File: src/sv/uts_pkg.sv
// shared types, constants and the decimal digit step for the uart segment generator
package uts_pkg;

  // request kinds carried on the input tuser
  typedef enum logic [1:0] {
    CMD_BYTE     = 2'd0,
    CMD_BYTE_GAP = 2'd1,
    CMD_NUMBER   = 2'd2,
    CMD_UNUSED   = 2'd3
  } cmd_t;

  // segment positions inside one frame plus its trailing gap
  localparam logic [3:0] SEG_START = 4'd0;
  localparam logic [3:0] SEG_STOP  = 4'd9;
  localparam logic [3:0] SEG_GAP   = 4'd10;

  // last digit position of a number request
  localparam logic [1:0] DIGIT_LAST = 2'd3;

  localparam logic [15:0] BIT_TIME_RESET = 16'd81;
  localparam logic [15:0] GAP_TIME_RESET = 16'd200;
  localparam logic [13:0] NUMBER_MAX     = 14'd9999;
  localparam logic [7:0]  ASCII_ZERO     = 8'd48;

  // configuration register indexes
  localparam logic CFG_BIT_TIME = 1'b0;
  localparam logic CFG_GAP_TIME = 1'b1;

  typedef struct packed {
    logic [15:0] bit_time;
    logic [15:0] gap_time;
  } cfg_t;

  // one registered request
  typedef struct packed {
    cmd_t        cmd;
    logic [7:0]  data_byte;
    logic [13:0] number;
    logic        final_byte;
  } item_t;

  typedef struct packed {
    logic [3:0]  digit;
    logic [13:0] rem;
  } digit_t;

  // weight of a digit position, most significant first
  function automatic logic [13:0] digit_scale(input logic [1:0] pos);
    logic [13:0] s;
    begin
      case (pos)
        2'd0:    s = 14'd1000;
        2'd1:    s = 14'd100;
        2'd2:    s = 14'd10;
        default: s = 14'd1;
      endcase
      return s;
    end
  endfunction

  // one decimal digit from a value below ten times the position weight
  function automatic digit_t digit_step(input logic [13:0] v, input logic [1:0] pos);
    digit_t      r;
    logic [13:0] s;
    logic [17:0] thr;
    begin
      s = digit_scale(pos);
      r.digit = 4'd0;
      r.rem   = v;
      for (int k = 1; k <= 9; k++) begin
        thr = 18'(k) * {4'd0, s};
        if ({4'd0, v} >= thr) begin
          r.digit = 4'(k);
          r.rem   = v - thr[13:0];
        end
      end
      return r;
    end
  endfunction

endpackage

File: src/sv/uts_in_stage.sv
// input register: takes one request beat, clamps the number, drops unused commands
module uts_in_stage
  import uts_pkg::*;
(
  input  logic        clk,
  input  logic        rst,
  input  logic        in_valid,
  output logic        in_ready,
  input  cmd_t        in_cmd,
  input  logic [7:0]  in_byte,
  input  logic [13:0] in_number,
  input  logic        in_final,
  output logic        held_valid,
  output item_t       held_item,
  input  logic        take
);

  logic  full;
  item_t item;
  logic  accept;

  assign in_ready   = !full || take;
  assign accept     = in_valid && in_ready;
  assign held_valid = full;
  assign held_item  = item;

  // occupancy: unused commands leave nothing behind
  always_ff @(posedge clk) begin
    if (rst) begin
      full <= 1'b0;
    end else if (accept) begin
      full <= (in_cmd != CMD_UNUSED);
    end else if (take) begin
      full <= 1'b0;
    end
  end

  // payload with the number clamped to four digits
  always_ff @(posedge clk) begin
    if (accept) begin
      item.cmd        <= in_cmd;
      item.data_byte  <= in_byte;
      item.number     <= (in_number > NUMBER_MAX) ? NUMBER_MAX : in_number;
      item.final_byte <= in_final;
    end
  end

endmodule

File: src/sv/uts_seg_seq.sv
// segment sequencer: walks frames and gaps of one request, one segment a cycle unless the output stalls
module uts_seg_seq
  import uts_pkg::*;
(
  input  logic        clk,
  input  logic        rst,
  input  cfg_t        cfg,
  input  logic        held_valid,
  input  item_t       held_item,
  output logic        take,
  output logic        out_valid,
  input  logic        out_ready,
  output logic        out_level,
  output logic [16:0] out_hold,
  output logic        out_last,
  output logic        out_msg_end
);

  logic        busy;
  cmd_t        cmd;
  logic [7:0]  frame_byte;
  logic [13:0] rem;
  logic [1:0]  digit_pos;
  logic [3:0]  seg;
  logic        fin;

  logic        emit;
  logic        seg_last;
  logic        seg_level;
  logic [16:0] seg_hold;
  logic        load;
  digit_t      first_digit;
  digit_t      next_digit;
  logic [1:0]  digit_pos_next;

  // segment decode
  always_comb begin
    case (seg)
      SEG_START:        seg_level = 1'b0;
      SEG_STOP, SEG_GAP: seg_level = 1'b1;
      default:          seg_level = frame_byte[3'(seg - 4'd1)];
    endcase
    seg_hold = (seg == SEG_GAP) ? ({1'b0, cfg.gap_time} + 17'd1)
                                : ({1'b0, cfg.bit_time} + 17'd1);
    case (cmd)
      CMD_BYTE:     seg_last = (seg == SEG_STOP);
      CMD_BYTE_GAP: seg_last = (seg == SEG_GAP);
      default:      seg_last = (seg == SEG_GAP) && (digit_pos == DIGIT_LAST);
    endcase
  end

  // handshake between request register, sequencer and output register
  assign emit = busy && (!out_valid || out_ready);
  assign load = !busy || (emit && seg_last);
  assign take = load && held_valid;

  // digit extraction, one position per frame
  assign digit_pos_next = digit_pos + 2'd1;
  assign first_digit    = digit_step(held_item.number, 2'd0);
  assign next_digit     = digit_step(rem, digit_pos_next);

  always_ff @(posedge clk) begin
    if (rst) begin
      busy <= 1'b0;
    end else if (load) begin
      busy <= held_valid;
    end
  end

  // sequencer position and current frame byte
  always_ff @(posedge clk) begin
    if (take) begin
      cmd       <= held_item.cmd;
      fin       <= held_item.final_byte;
      seg       <= SEG_START;
      digit_pos <= 2'd0;
      rem       <= first_digit.rem;
      if (held_item.cmd == CMD_NUMBER) begin
        frame_byte <= ASCII_ZERO + {4'd0, first_digit.digit};
      end else begin
        frame_byte <= held_item.data_byte;
      end
    end else if (emit && !seg_last) begin
      if (seg == SEG_GAP) begin
        seg        <= SEG_START;
        digit_pos  <= digit_pos_next;
        rem        <= next_digit.rem;
        frame_byte <= ASCII_ZERO + {4'd0, next_digit.digit};
      end else begin
        seg <= seg + 4'd1;
      end
    end
  end

  // output register
  always_ff @(posedge clk) begin
    if (rst) begin
      out_valid <= 1'b0;
    end else if (emit) begin
      out_valid <= 1'b1;
    end else if (out_ready) begin
      out_valid <= 1'b0;
    end
  end

  always_ff @(posedge clk) begin
    if (emit) begin
      out_level   <= seg_level;
      out_hold    <= seg_hold;
      out_last    <= seg_last;
      out_msg_end <= seg_last && fin;
    end
  end

endmodule

File: src/sv/uart_tx_segment_generator.sv
// top level of the uart 8n1 segment generator
//
// channel   direction  beat contents
// s_axis    in         tdata: data_byte, number_value; tuser: command; tlast: final_byte
// m_axis    out        tdata: line_level, hold_ticks; tuser: message_end; tlast: last
// cfg       in         cfg_index selects bit_time or gap_time, cfg_data is the value
//
// one segment leaves per cycle unless m_axis stalls; a request is 10, 11 or 44 segments
// (bare byte, byte with gap, four-digit number), set by the single segment sequencer.
// the next request waits in the input register, so requests go back to back.
// reset empties both registers and loads bit_time 81, gap_time 200.
// a stall on m_axis holds the output register and, once that fills, the sequencer.
module uart_tx_segment_generator
  import uts_pkg::*;
(
  input  logic        clk,
  input  logic        rst,
  input  logic        s_axis_tvalid,
  output logic        s_axis_tready,
  input  logic [23:0] s_axis_tdata,  // data_byte [7:0], number_value [21:8], zero [23:22]
  input  logic [1:0]  s_axis_tuser,  // command [1:0]
  input  logic        s_axis_tlast,
  output logic        m_axis_tvalid,
  input  logic        m_axis_tready,
  output logic [23:0] m_axis_tdata,  // line_level [0], hold_ticks [17:1], zero [23:18]
  output logic        m_axis_tuser,  // message_end [0]
  output logic        m_axis_tlast,
  input  logic        cfg_we,
  input  logic        cfg_index,
  input  logic [15:0] cfg_data
);

  cfg_t        cfg;
  logic        held_valid;
  item_t       held_item;
  logic        take;
  logic        out_level;
  logic [16:0] out_hold;

  // configuration registers
  always_ff @(posedge clk) begin
    if (rst) begin
      cfg.bit_time <= BIT_TIME_RESET;
      cfg.gap_time <= GAP_TIME_RESET;
    end else if (cfg_we) begin
      unique case (cfg_index)
        CFG_BIT_TIME: cfg.bit_time <= cfg_data;
        CFG_GAP_TIME: cfg.gap_time <= cfg_data;
        default:      ;
      endcase
    end
  end

  uts_in_stage u_in (
    .clk        (clk),
    .rst        (rst),
    .in_valid   (s_axis_tvalid),
    .in_ready   (s_axis_tready),
    .in_cmd     (cmd_t'(s_axis_tuser)),
    .in_byte    (s_axis_tdata[7:0]),
    .in_number  (s_axis_tdata[21:8]),
    .in_final   (s_axis_tlast),
    .held_valid (held_valid),
    .held_item  (held_item),
    .take       (take)
  );

  uts_seg_seq u_seq (
    .clk         (clk),
    .rst         (rst),
    .cfg         (cfg),
    .held_valid  (held_valid),
    .held_item   (held_item),
    .take        (take),
    .out_valid   (m_axis_tvalid),
    .out_ready   (m_axis_tready),
    .out_level   (out_level),
    .out_hold    (out_hold),
    .out_last    (m_axis_tlast),
    .out_msg_end (m_axis_tuser)
  );

  assign m_axis_tdata = {6'd0, out_hold, out_level};

`ifndef SYNTHESIS
  // message_end only rides on the closing segment of a run
  a_msg_end_on_last: assert property (@(posedge clk) disable iff (rst)
    m_axis_tvalid && m_axis_tuser |-> m_axis_tlast)
    else $error("message_end without last");

  // every segment is held at least one tick
  a_hold_nonzero: assert property (@(posedge clk) disable iff (rst)
    m_axis_tvalid |-> m_axis_tdata[17:1] != 17'd0)
    else $error("zero hold time");

  // a run never ends on a low level: stop bit or gap closes it
  a_last_high: assert property (@(posedge clk) disable iff (rst)
    m_axis_tvalid && m_axis_tlast |-> m_axis_tdata[0])
    else $error("run ends low");

  // the request register is taken only when it holds a request
  a_take_full: assert property (@(posedge clk) disable iff (rst)
    take |-> held_valid)
    else $error("take from empty request register");
`endif

endmodule
File: config.mk
export PLATFORM = sky130hd
export DESIGN_NAME = uart_tx_segment_generator
export DESIGN_NICKNAME = d
export VERILOG_FILES = /design/src/sv/uts_pkg.sv /design/src/sv/uts_in_stage.sv /design/src/sv/uts_seg_seq.sv /design/src/sv/uart_tx_segment_generator.sv
export SDC_FILE = /design/constraint.sdc
export NUM_CORES = 1
export LEC_CHECK = 0
export BUFFER_PORTS_ARGS = -buffer_cell sky130_fd_sc_hd__buf_2
export CAP_MARGIN = 20
export CORE_MARGIN = 3
export CORE_UTILIZATION = 55
export CTS_CLUSTER_DIAMETER = 60
export DETAILED_ROUTE_END_ITERATION = 10
export PLACE_DENSITY_LB_ADDON = 0.3
export SYNTH_ARGS = -nofsm -noshare
export SYNTH_HDL_FRONTEND = slang
export SYNTH_SLANG_ARGS = --single-unit
File: constraint.sdc
create_clock -name clk -period 10.3 [get_ports clk]
set_clock_uncertainty 0.1 [all_clocks]
set_input_delay 1.03 -clock clk [delete_from_list [all_inputs] [get_ports clk]]
set_output_delay 1.03 -clock clk [all_outputs]
set_load 0.1 [all_outputs]
* Yosys cells after proc, flatten, opt, wreduce, memory -nomap -nowiden *
Cells that the tools add are included.

operators by class
  $add $sub $neg = 25
  magnitude comparators = 20
  bitwise operators = 1
  divide/modulo/power cells = 0
  equal/unequal tests = 8
  muxes and demuxes = 36
  multipliers = 5
  reduce and logical (&&, ||, !) cells = 28
  shift operators = 0

operators with widths
  cell                    count
  $mux 18                 10
  $mux 17                 5
  $sub 14x14->14          5
  $ge 14x13->1 const B    4
  $sub 14x13->14 const B  4
  $ge 14x17->1            3
  $mux 14                 3
  $add 16x1->17 const B   2
  $mux 16                 2
  $mux 8                  4
  $mux 15                 2
  $pmux 10 s3             1
  $ge 14x12->1 const B    2
  $sub 14x12->14 const B  2
  $mul 3x10->13 const A   2
  $mul 2x10->12 const A   2
  $ge 14x18->1            1
  $ge 14x16->1            1
  $add 6x4->7 const A     2
  $ge 14x10->1            1
  $ge 14x10->1 const B    1
  $ge 14x11->1            1
  $ge 14x11->1 const B    1
  $ge 14x12->1            1
  other kinds (34)        61

storage, ports and cells
  RAM bits = 0
  memories = 0
  register bits = 111
  logic and storage cells = 142
  latch bits = 0
  input port bits = 49
  output and inout bits = 28
  bits in read-only memories = 0

* Logic depth before layout (Yosys ltp) *
  word-level depth = 17
  gate-level depth with buffers = 18
  mapped depth without buffers = 16

* Cells and area by module *
From an unflattened synthesis, not the netlist that was laid out.

second synthesis, totals
  cell total of the unflattened synthesis = 1485
  area, all modules = 12029.0 sq um

by module, submodules not included
  module                     seq. area each (sq um)  times used  cells each  area each (sq um)
  uts_seg_seq                1511.4                  1           1297        9676.8
  uart_tx_segment_generator  640.6                   1           136         1390.1
  uts_in_stage               770.7                   1           52          962.2

* Worst setup path before layout *
Ideal clock, no wire load.

  kind = flip-flop to flip-flop
  start = reg u_seq.digit_pos[0]
  end = reg u_seq.rem[10] (enable)
  data required time = 9.901 ns
  arrival time = 4.065 ns
  buffers on the path = 1
  stages on the path, launching flop included = 17
  library setup time = 0.299 ns
  setup slack = 5.836 ns
  period minus slack after synthesis = 4.464 ns
  path through = dfxtp_1 -> inv_1 -> ha_1 -> xor2_1 -> mux2_2 -> o21ai_0 -> nand2_1 -> ha_1 -> o21a_1 -> o21a_1 -> a211oi_1 -> o21ai_1 -> nor2_1 -> buf_2 -> nand2_1 -> o41ai_4 -> inv_1

on the way
  elaborated cells on any way between the ends = 31
  classes of those cells = add/sub (1); mul (5); order compare (9); eq/ne (3); mux (2); reduce/logical (11)

RTL lines
  element                                line               text
  start: declaration                     uts_seg_seq.sv:23  logic [1:0] digit_pos;
  start signal: assignment               uts_seg_seq.sv:86  digit_pos <= digit_pos_next;
  $add 2x1->2 *                          uts_seg_seq.sv:58  assign digit_pos_next = digit_pos + 2'd1;
  via u_seq.digit_pos_next[0]            uts_seg_seq.sv:34  logic [1:0] digit_pos_next;
  $eq 2x2->1 (tied with other cells)     uts_pkg.sv:51      case (pos)
  $pmux 10 s3 *                          uts_pkg.sv:51
  $mul 4x10->14 (tied with other cells)  uts_pkg.sv:71      thr = 18'(k) * {4'd0, s};
  $ge 14x18->1 (tied with other cells)   uts_pkg.sv:72      if ({4'd0, v} >= thr) begin
  $reduce_bool 10->1 (no source line) *  --
  $reduce_and 3->1 (no source line) *    --
  end signal: assignment                 uts_seg_seq.sv:77  rem <= first_digit.rem;
  end signal: assignment                 uts_seg_seq.sv:87  rem <= next_digit.rem;
  end: declaration                       uts_seg_seq.sv:22  logic [13:0] rem;

The timed path passes the listed nets; every way through them passes the cells marked *.
A chain may end at the register's enable or synchronous reset.

* Worst setup path after layout *
  start = reg u_seq.digit_pos[0]
  end = reg u_seq.rem[6] (enable)

The elaborated chain is that of the path after synthesis.

==> results.cfg <==
[status]
outcome = finished clean

[synth]
synth_compound_area_share_pct = 28.0
yosys_warnings = 0
yosys_most_used_dff = sky130_fd_sc_hd__edfxtp_1
synth.top_cells.by_area = sky130_fd_sc_hd__edfxtp_1, sky130_fd_sc_hd__ha_1, sky130_fd_sc_hd__dfxtp_1
async_reset_ff_share_pct = 0
yosys.area_share.simple_pct = 22.9
netlist.top_cell.by_area = sky130_fd_sc_hd__edfxtp_1
avgSynthCellArea_um2 = 8.04
ys_ff_latch = 111
synthMuxAreaShare_pct = 1.85
synth_edf_count = 70
synth.top_cell.area_share_pct = 17.2
sequential_cell_area_fraction_in_the_yosys_report_pct = 23.9
synth_cell_types = 109
netlist_area_mm2 = 0.0122
post_synth_xor_area_fraction_pct = 7.03
post_synth_inst_count = 1519
synth_fa_ha_area_share_pct = 10.6
largest_family_of_logic_cells_by_synthesized_area = compound AO/OA/AOI/OAI gates

[route]
route.met3.wl_um = 4710
wirelength_met1_um = 16000
post_drt_wl_per_cell_um = 22.0
wl_met2_um = 17000
detailroute.via_count = 12407
dr.first_iter.drc_count = 1637
top_layer_used = met4
drtAntennaViolNets = 0
post-route-drc-count = 0
detailedRoute.firstPassIterationCount = 5
viasPerCell = 6.89
final_wirelength_um = 39600

[sta]
fin_crit_sh_pct = 67.0
fmaxAchievable_mhz = 145
finalSetupViolCount = 0
layout_min_cycle_time_ns = 6.90
tightest_slew_ns = 1.23
worst_slew_margin_rel_pct = 17.4
rsz_0062_raised_after_global_routing = no
worst_hold_slack_ns = 0.343
final_max_slew_viol_count = 0
timing.final.hold_violations = 0
timing.setup.tns_ns = 0

[cells_and_area]
area_growth_pct = 4.90
fin_area_mm2 = 0.0128
antennaDiodeCount = 0
finalNetCount = 1670
final_core_utilization_pct = 59.8
fin_cells = 1801
drive_above_1_share_pct = 10.0

[placement]
routabilityCongestion = 1.05
io_buffer_count = 68
dpl.cell_count = 1783
postPlaceCellArea_mm2 = 0.0125
place.detailed.hpwl_um = 29700

[critical_path]
worstPathMaxFanout = 18
critical_path_s_slowest_cell = sky130_fd_sc_hd__nor2_1
crit_end = u_seq.rem[6]$_DFFE_PP_
reg2reg_slack_ns = 3.40
regToRegEndpoint = u_seq.rem[6]$_DFFE_PP_
cp_cell_sequence = inv_1 > ha_1 > xor2_1 > mux2_2 > o21ai_0 > nand2_1 > ha_1 > o21a_1 > o21a_1 > a211oi_1 > o21ai_1 > nor2_1 > nand2_1 > o41ai_4 > inv_1
critical_path.startpoint = u_seq.digit_pos[0]$_SDFFE_PP0P_
r2r-start = u_seq.digit_pos[0]$_SDFFE_PP0P_
worst_setup_path_start_kind = flop
path_class = flop to flop
timing.critical_path.arrival_ns = 6.83
endpoint_kind = flop
rr_worst_depth = 15
crit_required_ns = 10.23
timing.critical_path.slowest_cell_delay_ns = 1.03

[die]
die_height_um = 155
die-width_um = 155
core.rowCount = 53
floorplan.die_area_mm2 = 0.0240
io-pin-count = 77
coreArea_mm2 = 0.0214
initial_core_util_pct = 57.0

[clock_tree]
cts-resized-gates = 0
cts.clk_slew.worst_paths_ns = 0.08
post-cts-setup-buffers = 0
clk-insertion-delay-late_ns = 0.36
clk_path_buf_depth = 2
cts_num_sinks = 111
root_buffer = sky130_fd_sc_hd__clkbuf_16
total_cts_buffers = 9
cts_hold_buf = 0
htree_levels = 3
cts_tree = yes

[power_and_ir_drop]
cellLeakagePower_nw = 4.92
p_per_area_mw_per_mm2 = 108
ir_drop_uv = 80.8

[hold_path]
worstHoldStart = u_in.held_item[0]$_DFFE_PP_
worstHoldPathType = flop to flop

[global_routing]
antenna_found_initial = 0
grt_max_degree = 36
number_of_global_route_vias_before_repair = 11207
grt_util_all_layers_pct = 31.6
first_pass_grt_wire_length_um = 60700
grt.overflow.total = 0

[run]
max_cap_violations = 0
## cells in the mapped netlist (25+ instances only)
cell	instances
sky130_fd_sc_hd__nor2b_1	25
sky130_fd_sc_hd__buf_2	26
sky130_fd_sc_hd__nor2_1	102
sky130_fd_sc_hd__a31oi_1	28
sky130_fd_sc_hd__xnor2_1	59
sky130_fd_sc_hd__inv_1	50
sky130_fd_sc_hd__a21oi_1	123
sky130_fd_sc_hd__ha_1	94
sky130_fd_sc_hd__nand2_1	166
sky130_fd_sc_hd__o21ai_0	88
sky130_fd_sc_hd__clkbuf_1	44
sky130_fd_sc_hd__nand3_1	65
sky130_fd_sc_hd__a21o_1	27
sky130_fd_sc_hd__xor2_1	39
sky130_fd_sc_hd__nor3_1	38
sky130_fd_sc_hd__dfxtp_1	41
sky130_fd_sc_hd__edfxtp_1	70
## per-stage QoR
step | worst slack [ns] | power, W
finish | 3.40 | 0.00138
global route | 3.39 | 0.00144
CTS | 3.83 | 0.00137
detailed placement | 3.83 | 0.00102
global placement | 4.01 | 0.00101
floorplan | 5.84 | 0.000913
## worst min path at each step
stage,to,cells past startpoint
after floorplan,u_seq.fin$_DFFE_PP_,0
after global placement,u_seq.fin$_DFFE_PP_,0
after detailed placement,u_seq.fin$_DFFE_PP_,0
after CTS,u_seq.fin$_DFFE_PP_,0
after global routing,u_seq.fin$_DFFE_PP_,0
final,u_seq.fin$_DFFE_PP_,0
## placed cells by master, fill, tap and decap left out, drive strengths merged, types with 13 or more instances in the layout
cell type,synthesis,routed
o21ai,101,101
o21a,23,23
mux2i,17,17
o22ai,13,13
or2,13,13
nand2b,22,22
nor2,107,107
a21o,27,27
ha,94,94
a211oi,16,16
edfxtp,70,70
nor2b,25,25
and2,18,18
nand2,167,167
xor2,39,39
inv,53,57
a31oi,28,28
o211ai,18,18
and3,14,14
nand3b,13,13
nand3,66,66
dfxtp,41,41
nor3,43,43
or3,15,15
nand4,14,14
o31ai,14,14
xnor2,59,59
buf,46,78
a21oi,126,126
## routing by layer
metal,vias up,GRT usage [%]
met1,5747,43.6
met3,156,6.90
met5,-,0
li1,5653,-
met4,0,13.3
met2,851,47.8
## where the power goes
group | switching (W) | internal [W]
Combinational | 0.000308 | 0.000173
Sequential | 0.0000428 | 0.000506
Clock | 0.000178 | 0.000172
## flip-flops by register name (all words and copies together) (netlist names)
name and flops:
cfg 32, u_seq.out_level 1, u_seq.digit_pos 2, u_in.held_item 25, u_in.held_valid 1, u_seq.rem 14
u_seq.out_last 1, u_seq.cmd 2, u_seq.busy 1, u_seq.out_msg_end 1, u_seq.out_valid 1, u_seq.out_hold 17
u_seq.seg 4, u_seq.fin 1, u_seq.frame_byte 8
## worst max-delay path, delay by kind of cell (launching register included)
kind / cells / cell delay [ns]
compound gates: 6 / 1.59
xor+xnor: 1 / 0.27
fa+ha+maj: 2 / 1.40
buf+inv: 2 / 0.70
flops: 1 / 0.55
mux: 1 / 0.34
simple gates: 3 / 1.61
## area by class of cell
type / instances / area [um2]
multi-input combinational: 1268 / 8620
fill: 1931 / 8610
sequential: 111 / 2920
timing repair buffer: 78 / 428
tap: 275 / 344
clock buffer: 9 / 225
inverter: 53 / 199
clock inverter: 7 / 70.1
## logic make-up after synthesis
kind of cell               after synthesis
muxes                                   20
AOI/OAI and AO/OA                      494
xor gates and xnor gates                98
DFF                                    111
buffers and inverters                  145
and+or+nand+nor                        550
adders and majority gates              100
other                                    1
Note: power is estimated with default switching activity, not from simulation.
